[src/hw/rtl/gmpw_pkg.sv]
// Package for the grid maximum-path block: widths, score types, config codes,
// saturating add and max helpers. No dependencies.
package gmpw_pkg;

  localparam int unsigned MaxColumns = 1024;
  localparam int unsigned MaxWaivers = 2;
  localparam int unsigned NumScores  = MaxWaivers + 1;
  localparam int unsigned ColW       = $clog2(MaxColumns);
  localparam int unsigned ColsCfgW   = 11;
  localparam int unsigned WaivW      = 2;
  localparam int unsigned ScoreIdxW  = $clog2(NumScores);
  localparam int unsigned ValueW     = 16;
  localparam int unsigned ScoreW     = 32;
  localparam int unsigned CfgIdxW    = 1;

  typedef logic signed [ScoreW-1:0] score_t;
  typedef score_t [NumScores-1:0] scores_t;
  typedef logic signed [ValueW-1:0] value_t;

  typedef enum logic [CfgIdxW-1:0] {
    CfgGridColumns    = 1'b0,
    CfgWaiversAllowed = 1'b1
  } cfg_idx_e;

  typedef struct packed {
    value_t          value;
    logic            last;
    logic            has_left;
    logic            has_above;
    logic [ColW-1:0] col;
  } cell_ctx_t;

  function automatic score_t sat_add(score_t a, value_t v);
    logic [ScoreW:0] s;
    s = {a[ScoreW-1], a} + {{(ScoreW + 1 - ValueW){v[ValueW-1]}}, v};
    if (s[ScoreW] != s[ScoreW-1]) begin
      return s[ScoreW] ? {1'b1, {(ScoreW - 1){1'b0}}} : {1'b0, {(ScoreW - 1){1'b1}}};
    end
    return s[ScoreW-1:0];
  endfunction

  function automatic score_t score_max(score_t a, score_t b);
    return (a > b) ? a : b;
  endfunction

endpackage

[src/hw/rtl/gmpw_cell_unit.sv]
// Per-cell score update: best score for each waiver count from the left and
// above neighbors. Combinational. Depends on gmpw_pkg.
module gmpw_cell_unit (
  input  gmpw_pkg::cell_ctx_t ctx_i,
  input  gmpw_pkg::scores_t   left_i,
  input  gmpw_pkg::scores_t   above_i,
  output gmpw_pkg::scores_t   score_o
);
  import gmpw_pkg::*;

  scores_t add_left;
  scores_t add_above;
  scores_t best;
  logic    neg;

  assign neg = ctx_i.value[ValueW-1];

  always_comb begin
    for (int k = 0; k < NumScores; k++) begin
      add_left[k]  = sat_add(left_i[k], ctx_i.value);
      add_above[k] = sat_add(above_i[k], ctx_i.value);
      if (!ctx_i.has_left && !ctx_i.has_above) begin
        best[k] = {{(ScoreW - ValueW){ctx_i.value[ValueW-1]}}, ctx_i.value};
      end else if (ctx_i.has_left && ctx_i.has_above) begin
        best[k] = score_max(add_left[k], add_above[k]);
      end else if (ctx_i.has_left) begin
        best[k] = add_left[k];
      end else begin
        best[k] = add_above[k];
      end
    end
    for (int k = 1; k < NumScores; k++) begin
      if (neg) begin
        if (!ctx_i.has_left && !ctx_i.has_above) begin
          best[k] = '0;
        end
        if (ctx_i.has_left) begin
          best[k] = score_max(best[k], left_i[k-1]);
        end
        if (ctx_i.has_above) begin
          best[k] = score_max(best[k], above_i[k-1]);
        end
      end
    end
  end

  assign score_o = best;

endmodule

[config.mk]
export PLATFORM = sky130hd
export DESIGN_NAME = gmpw_cell_unit
export DESIGN_NICKNAME = d
export VERILOG_FILES = /design/src/hw/rtl/gmpw_pkg.sv /design/src/hw/rtl/gmpw_cell_unit.sv
export SDC_FILE = /design/constraint.sdc
export NUM_CORES = 1
export LEC_CHECK = 0
export BUFFER_PORTS_ARGS = -buffer_cell sky130_fd_sc_hd__buf_4
export CAP_MARGIN = 20
export CORE_MARGIN = 4
export CORE_UTILIZATION = 35
export DETAILED_ROUTE_END_ITERATION = 8
export PLACE_DENSITY = 0.55
export SYNTH_ARGS = -nofsm -noshare
export SYNTH_HDL_FRONTEND = slang
export SYNTH_SLANG_ARGS = --single-unit
export TNS_END_PERCENT = 10
[constraint.sdc]
create_clock -name vclk -period 56.1
set_input_delay 14.025 -clock vclk [all_inputs]
set_output_delay 14.025 -clock vclk [all_outputs]
set_load 0.01 [all_outputs]
==> results of run 1 <==
-- layout make-up --
type                            count  area, µm²
Multi-Input combinational cell   2806      20400
Antenna cell                        1       2.50
Inverter                          245        920
Tap cell                          837       1050
Timing Repair Buffer              334       2540
Fill cell                        6698      36700
-- layer usage --
| metal | global-route usage, % | share of wire (%) |
|---|---|---|
| met2 | 45.9 | 45 |
| met1 | 36.8 | 43 |
| met3 | 2.04 | 6.3 |
| met5 | 0 | 0 |
| met4 | 11.3 | 5.2 |
-- worst max-delay path: cells and delay by family --
kind,cells,cell delay [ns]
buffers and inverters,6,1.54
AO/OA/AOI/OAI,19,5.22
AND/OR/NAND/NOR,14,4.57
adder cells (fa/ha/maj),4,1.40
multiplexers,2,0.83
-- synthesized netlist by cell type, types with 12 or more instances --
cell type and n:
nor2b_1 30, and3_1 29, clkbuf_1 102, nor2_1 221
nand2_1 259, o211ai_1 34, o2bb2ai_1 46, o31ai_1 23
a21o_1 116, o21a_1 48, or3_1 26, o21bai_1 37
a2bb2oi_1 15, a31oi_1 35, a2111oi_0 12, nand4_1 57
nand2b_1 30, o21ai_0 229, a211oi_1 53, a221oi_1 33
mux2_2 46, buf_2 21, xor2_1 74, and2_1 28
inv_1 244, xnor2_1 81, nand3_1 79, mux2i_1 15
maj3_1 26, or2_2 21, nor3_1 65, a22oi_1 35
a21oi_1 324, o22ai_1 33, ha_1 416
-- through the flow --
step	area (µm²)	setup slack (ns)	std cells	hold slack (ns)	power, W
after detailed placement	24900	14.32	4220	28.50	0.000672
after floorplan	21800	17.49	3177	28.20	0.000441
after CTS	24900	14.29	4220	28.50	0.000675
after global placement	24900	14.27	4219	28.50	0.000670
final	24900	14.37	4223	28.50	0.000685
after global routing	24900	13.52	4222	28.52	0.000748
-- where the power goes --
group	switching [W]	internal (W)	total, W
Clock	0	0.00000000000239	0.00000000000240
Combinational	0.000407	0.000277	0.000685
Sequential	0	0	0
-- logic make-up (layout without fill, tap and decap cells) --
logic type      after synthesis  in the layout  synth area share, %
buf+inv                     371            579                 6.52
other cells                   0              1                    0
compound gates             1248           1248                 38.7
fa+ha+maj                   448            448                 25.7
xor+xnor                    156            156                 6.31
simple gates                892            892                 19.6
mux                          62             62                 3.17
-- how the worst max path moves through the flow --
stage,endpoint,slack [ns],cells past startpoint
after floorplan,score_o[84],17.49,45
after global placement,score_o[64],14.27,43
after detailed placement,score_o[77],14.32,44
after CTS,score_o[77],14.29,43
after global routing,score_o[64],13.52,44
final,score_o[64],14.37,45
==> flow_metrics.py, run 1 <==
metrics = {
    "grt": {
        "grt_pass1_vias": 23900,
        "grt_usage_pct": 27.5,
        "grt.overflow.total": 0,
        "grt_pass1_wl_um": 144000,
        "antenna_found_initial": 1,
        "grt_max_degree": 108,
    },
    "synth": {
        "avgSynthCellArea_um2": 6.85,
        "synth_top_area_share_pct": 23.9,
        "yosysTopAreaCell": "ha_1",
        "postSynthCellCount": 3177,
        "ys_warn_count": 0,
        "seq_area_frac_synth_pct": 0,
        "syn_nets": 3820,
        "synth_area_leaders": "ha_1, a21oi_1, o21ai_0",
        "synth_cell_type_count": 94,
        "netlist_area_um2": 21800,
    },
    "clock_network": {
        "post_cts_buffers": 0,
        "cts_resized": 0,
        "postCtsHoldBufs": 0,
    },
    "worst_hold_path": {
        "min-delay-start": "left_i[47]",
        "whs_endpoint": "score_o[79]",
        "hold_class": "input pin to output port",
        "hold_depth": 4,
    },
    "routing": {
        "drcViolationCount": 0,
        "routedWlPerCell_um": 23.1,
        "vias": 25600,
        "drt-initial-drc-count": 2178,
        "firstDrtPassIters": 8,
        "ant_nets": 0,
        "vias_per_cell": 6.06,
        "routed_wirelength_um": 97700,
    },
    "final_layout": {
        "layout_commonest_cell": "ha_1",
        "seqCellArea_um2": 0,
        "fin_nets": 4030,
        "nFlopsAndLatches": 0,
        "drive_gt1_share_pct": 13.4,
        "layout_common_cells": "ha_1, buf_4, a21oi_1",
        "final_core_util_pct": 40.4,
        "syn_to_final_growth_pct": 14.5,
        "clock_buffer_count": 0,
    },
    "die": {
        "initial_utilization_pct": 35.3,
        "coreArea_um2": 61600,
        "fp.dieH_um": 257,
        "die_area_um2": 66200,
        "rows": 91,
        "ios": 317,
        "dieWidth_um": 257,
    },
    "setup_path": {
        "setup.worst_path.start_class": "input pin",
        "critical_path_peak_fanout": 107,
        "worst_path_most_repeated_cell": "ha_1",
        "crit_arrival_ns": 27.71,
        "cp-startpoint": "ctx_i[28]",
        "critPathCaptureType": "output port",
        "max_stage_delay_ns": 0.82,
        "criticalPathCategory": "input pin to output port",
        "crit_required_ns": 42.08,
        "crit_slowest_cell": "nor4_2",
    },
    "sta": {
        "tightest_slew_ns": 1.04,
        "hold_viol": 0,
        "timing.fmax_mhz": 24.0,
        "fin_crit_ns": 41.73,
        "layout_worst_path_cycle_share_pct": 74.4,
        "relSlewSlack_pct": 30.0,
        "rsz0062_at_grt": "no",
        "finalSetupTns_ns": 0,
        "slew_viol_final": 0,
        "setup_viol": 0,
    },
    "outcome": {
        "status": "finished, final reports clean",
    },
    "placed_design": {
        "routabilityCongestion": 0.968,
        "port_buffers": 306,
        "dp_hpwl_um": 81700,
    },
    "job": {
        "drv_cap": 0,
    },
    "pwr": {
        "power_density_nw_per_um2": 27.5,
        "vdd_drop_max_uv": 11.0,
        "leakagePower_nw": 11.7,
    },
}
(Power assumes the default switching activity.)
==> run 2: changes to the inputs <==
==> constraint.sdc (replaced) <==
create_clock -name vclk -period 40.1
set_input_delay 10.025 -clock vclk [all_inputs]
set_output_delay 10.025 -clock vclk [all_outputs]
set_load 0.01 [all_outputs]
==> run 2 against run 1 <==
  * Sequential share of layout area unchanged
  * Final area hardly changed
  * Wire length grew 0.23%
  * Sequential cell count unchanged
  * Hold slack got worse by 8.0 ns
==> flow_metrics.py, run 2 (synthesis gave the netlist of run 1 again) <==
metrics = {
    "die": {
        "dieWidth_um": 257,
        "die_area_um2": 66200,
        "ios": 317,
        "initial_utilization_pct": 35.3,
        "coreArea_um2": 61600,
        "fp.dieH_um": 257,
        "rows": 91,
    },
    "sta": {
        "slew_viol_final": 0,
        "tightest_slew_ns": 1.04,
        "setup_viol": 0,
        "finalSetupTns_ns": 0,
        "timing.fmax_mhz": 29.6,
        "rsz0062_at_grt": "no",
        "fin_crit_ns": 33.79,
        "layout_worst_path_cycle_share_pct": 84.3,
        "relSlewSlack_pct": 30.5,
        "hold_viol": 0,
    },
    "routing": {
        "routedWlPerCell_um": 23.2,
        "firstDrtPassIters": 6,
        "routed_wirelength_um": 98000,
        "vias_per_cell": 6.11,
        "drt-initial-drc-count": 2387,
        "vias": 25800,
        "ant_nets": 0,
        "drcViolationCount": 0,
    },
    "grt": {
        "grt.busiest_layer": "met2",
        "grt_max_degree": 53,
        "grt_pass1_wl_um": 145000,
        "grt.overflow.total": 0,
        "met1_usage_pct": 37.1,
        "antenna_found_initial": 1,
        "grt_pass1_vias": 24000,
        "grt_usage_pct": 27.7,
        "use_met2_pct": 47.1,
        "met3_usage_pct": 2.25,
    },
    "placed_design": {
        "postPlaceCellArea_um2": 24900,
        "dp_hpwl_um": 82200,
        "routabilityCongestion": 0.977,
        "port_buffers": 306,
    },
    "final_layout": {
        "design_area_um2": 24900,
        "fin_nets": 4032,
        "layout_common_cells": "ha_1, buf_4, a21oi_1",
        "seqCellArea_um2": 0,
        "clock_buffer_count": 0,
        "layout_commonest_cell": "ha_1",
        "drive_gt1_share_pct": 13.5,
        "syn_to_final_growth_pct": 14.5,
        "nFlopsAndLatches": 0,
    },
    "outcome": {
        "status": "finished, final reports clean",
    },
    "setup_path": {
        "setup.worst_path.start_class": "input pin",
        "critical_path_peak_fanout": 48,
        "crit_slowest_cell": "nor4_2",
        "critPathCaptureType": "output port",
        "criticalPathCategory": "input pin to output port",
        "crit_required_ns": 30.08,
        "max_stage_delay_ns": 0.80,
        "worst_path_most_repeated_cell": "buf_4",
        "crit_arrival_ns": 23.77,
    },
    "job": {
        "drv_cap": 0,
    },
    "pwr": {
        "power_density_nw_per_um2": 38.5,
        "vdd_drop_max_uv": 15.7,
        "leakagePower_nw": 11.7,
        "finalPower_w": 0.000959,
    },
    "clock_network": {
        "post_cts_buffers": 0,
        "cts_resized": 0,
        "postCtsHoldBufs": 0,
    },
    "worst_hold_path": {
        "hold_class": "input pin to output port",
    },
}
[run 2: cell count changes in the layout (fill, tap and decap cells not counted), sizes merged]
| cell | delta |
|---|---|
| buf | +2 |
[run 2: worst max-delay path: cells and delay by family]
| family | cells | cell delay [ns] |
|---|---|---|
| adder cells (fa/ha/maj) | 4 | 1.40 |
| AND/OR/NAND/NOR | 13 | 4.45 |
| AO/OA/AOI/OAI | 18 | 4.97 |
| buffers and inverters | 6 | 1.93 |
| multiplexers | 2 | 0.90 |
[run 2: final timing paths]
check	cells after the start	slack [ns]	to	from
worst min-delay path	4	20.49	score_o[88]	above_i[56]
worst max-delay path	43	6.31	score_o[64]	ctx_i[28]
[run 2: cell type report]
type,count,area (µm²)
diodes,1,2.50
repair buffers,336,2530
well taps,837,1050
fillers,6729,36700
multi-input cells,2806,20400
inverters,245,920
[run 2: routing by layer]
layer | wire length (µm) | share of wire [%] | up-vias
met3 | 6550 | 6.7 | 169
met2 | 44900 | 46 | 1014
met5 | 0 | 0 | -
met1 | 42200 | 43 | 12100
li1 | - | - | 12500
met4 | 4260 | 4.3 | 0
[run 2: power breakdown]
group,leakage (nW),internal [W],total (W),switching [W]
sequential,0,0,0,0
clock,0.00000634,0.00000000000335,0.00000000000335,0
combinational,11.7,0.000387,0.000959,0.000572
[run 2: per-stage QoR]
step,cells,hold WS [ns],utilization (%),setup slack [ns]
2_1_floorplan,3177,20.20,-,9.49
3_3_place_gp,4223,20.49,40.4,6.47
3_5_place_dp,4224,20.49,40.4,6.50
4_1_cts,4224,20.49,40.4,6.42
5_1_grt,4224,20.52,40.4,5.40
6_report,4225,20.49,40.5,6.31
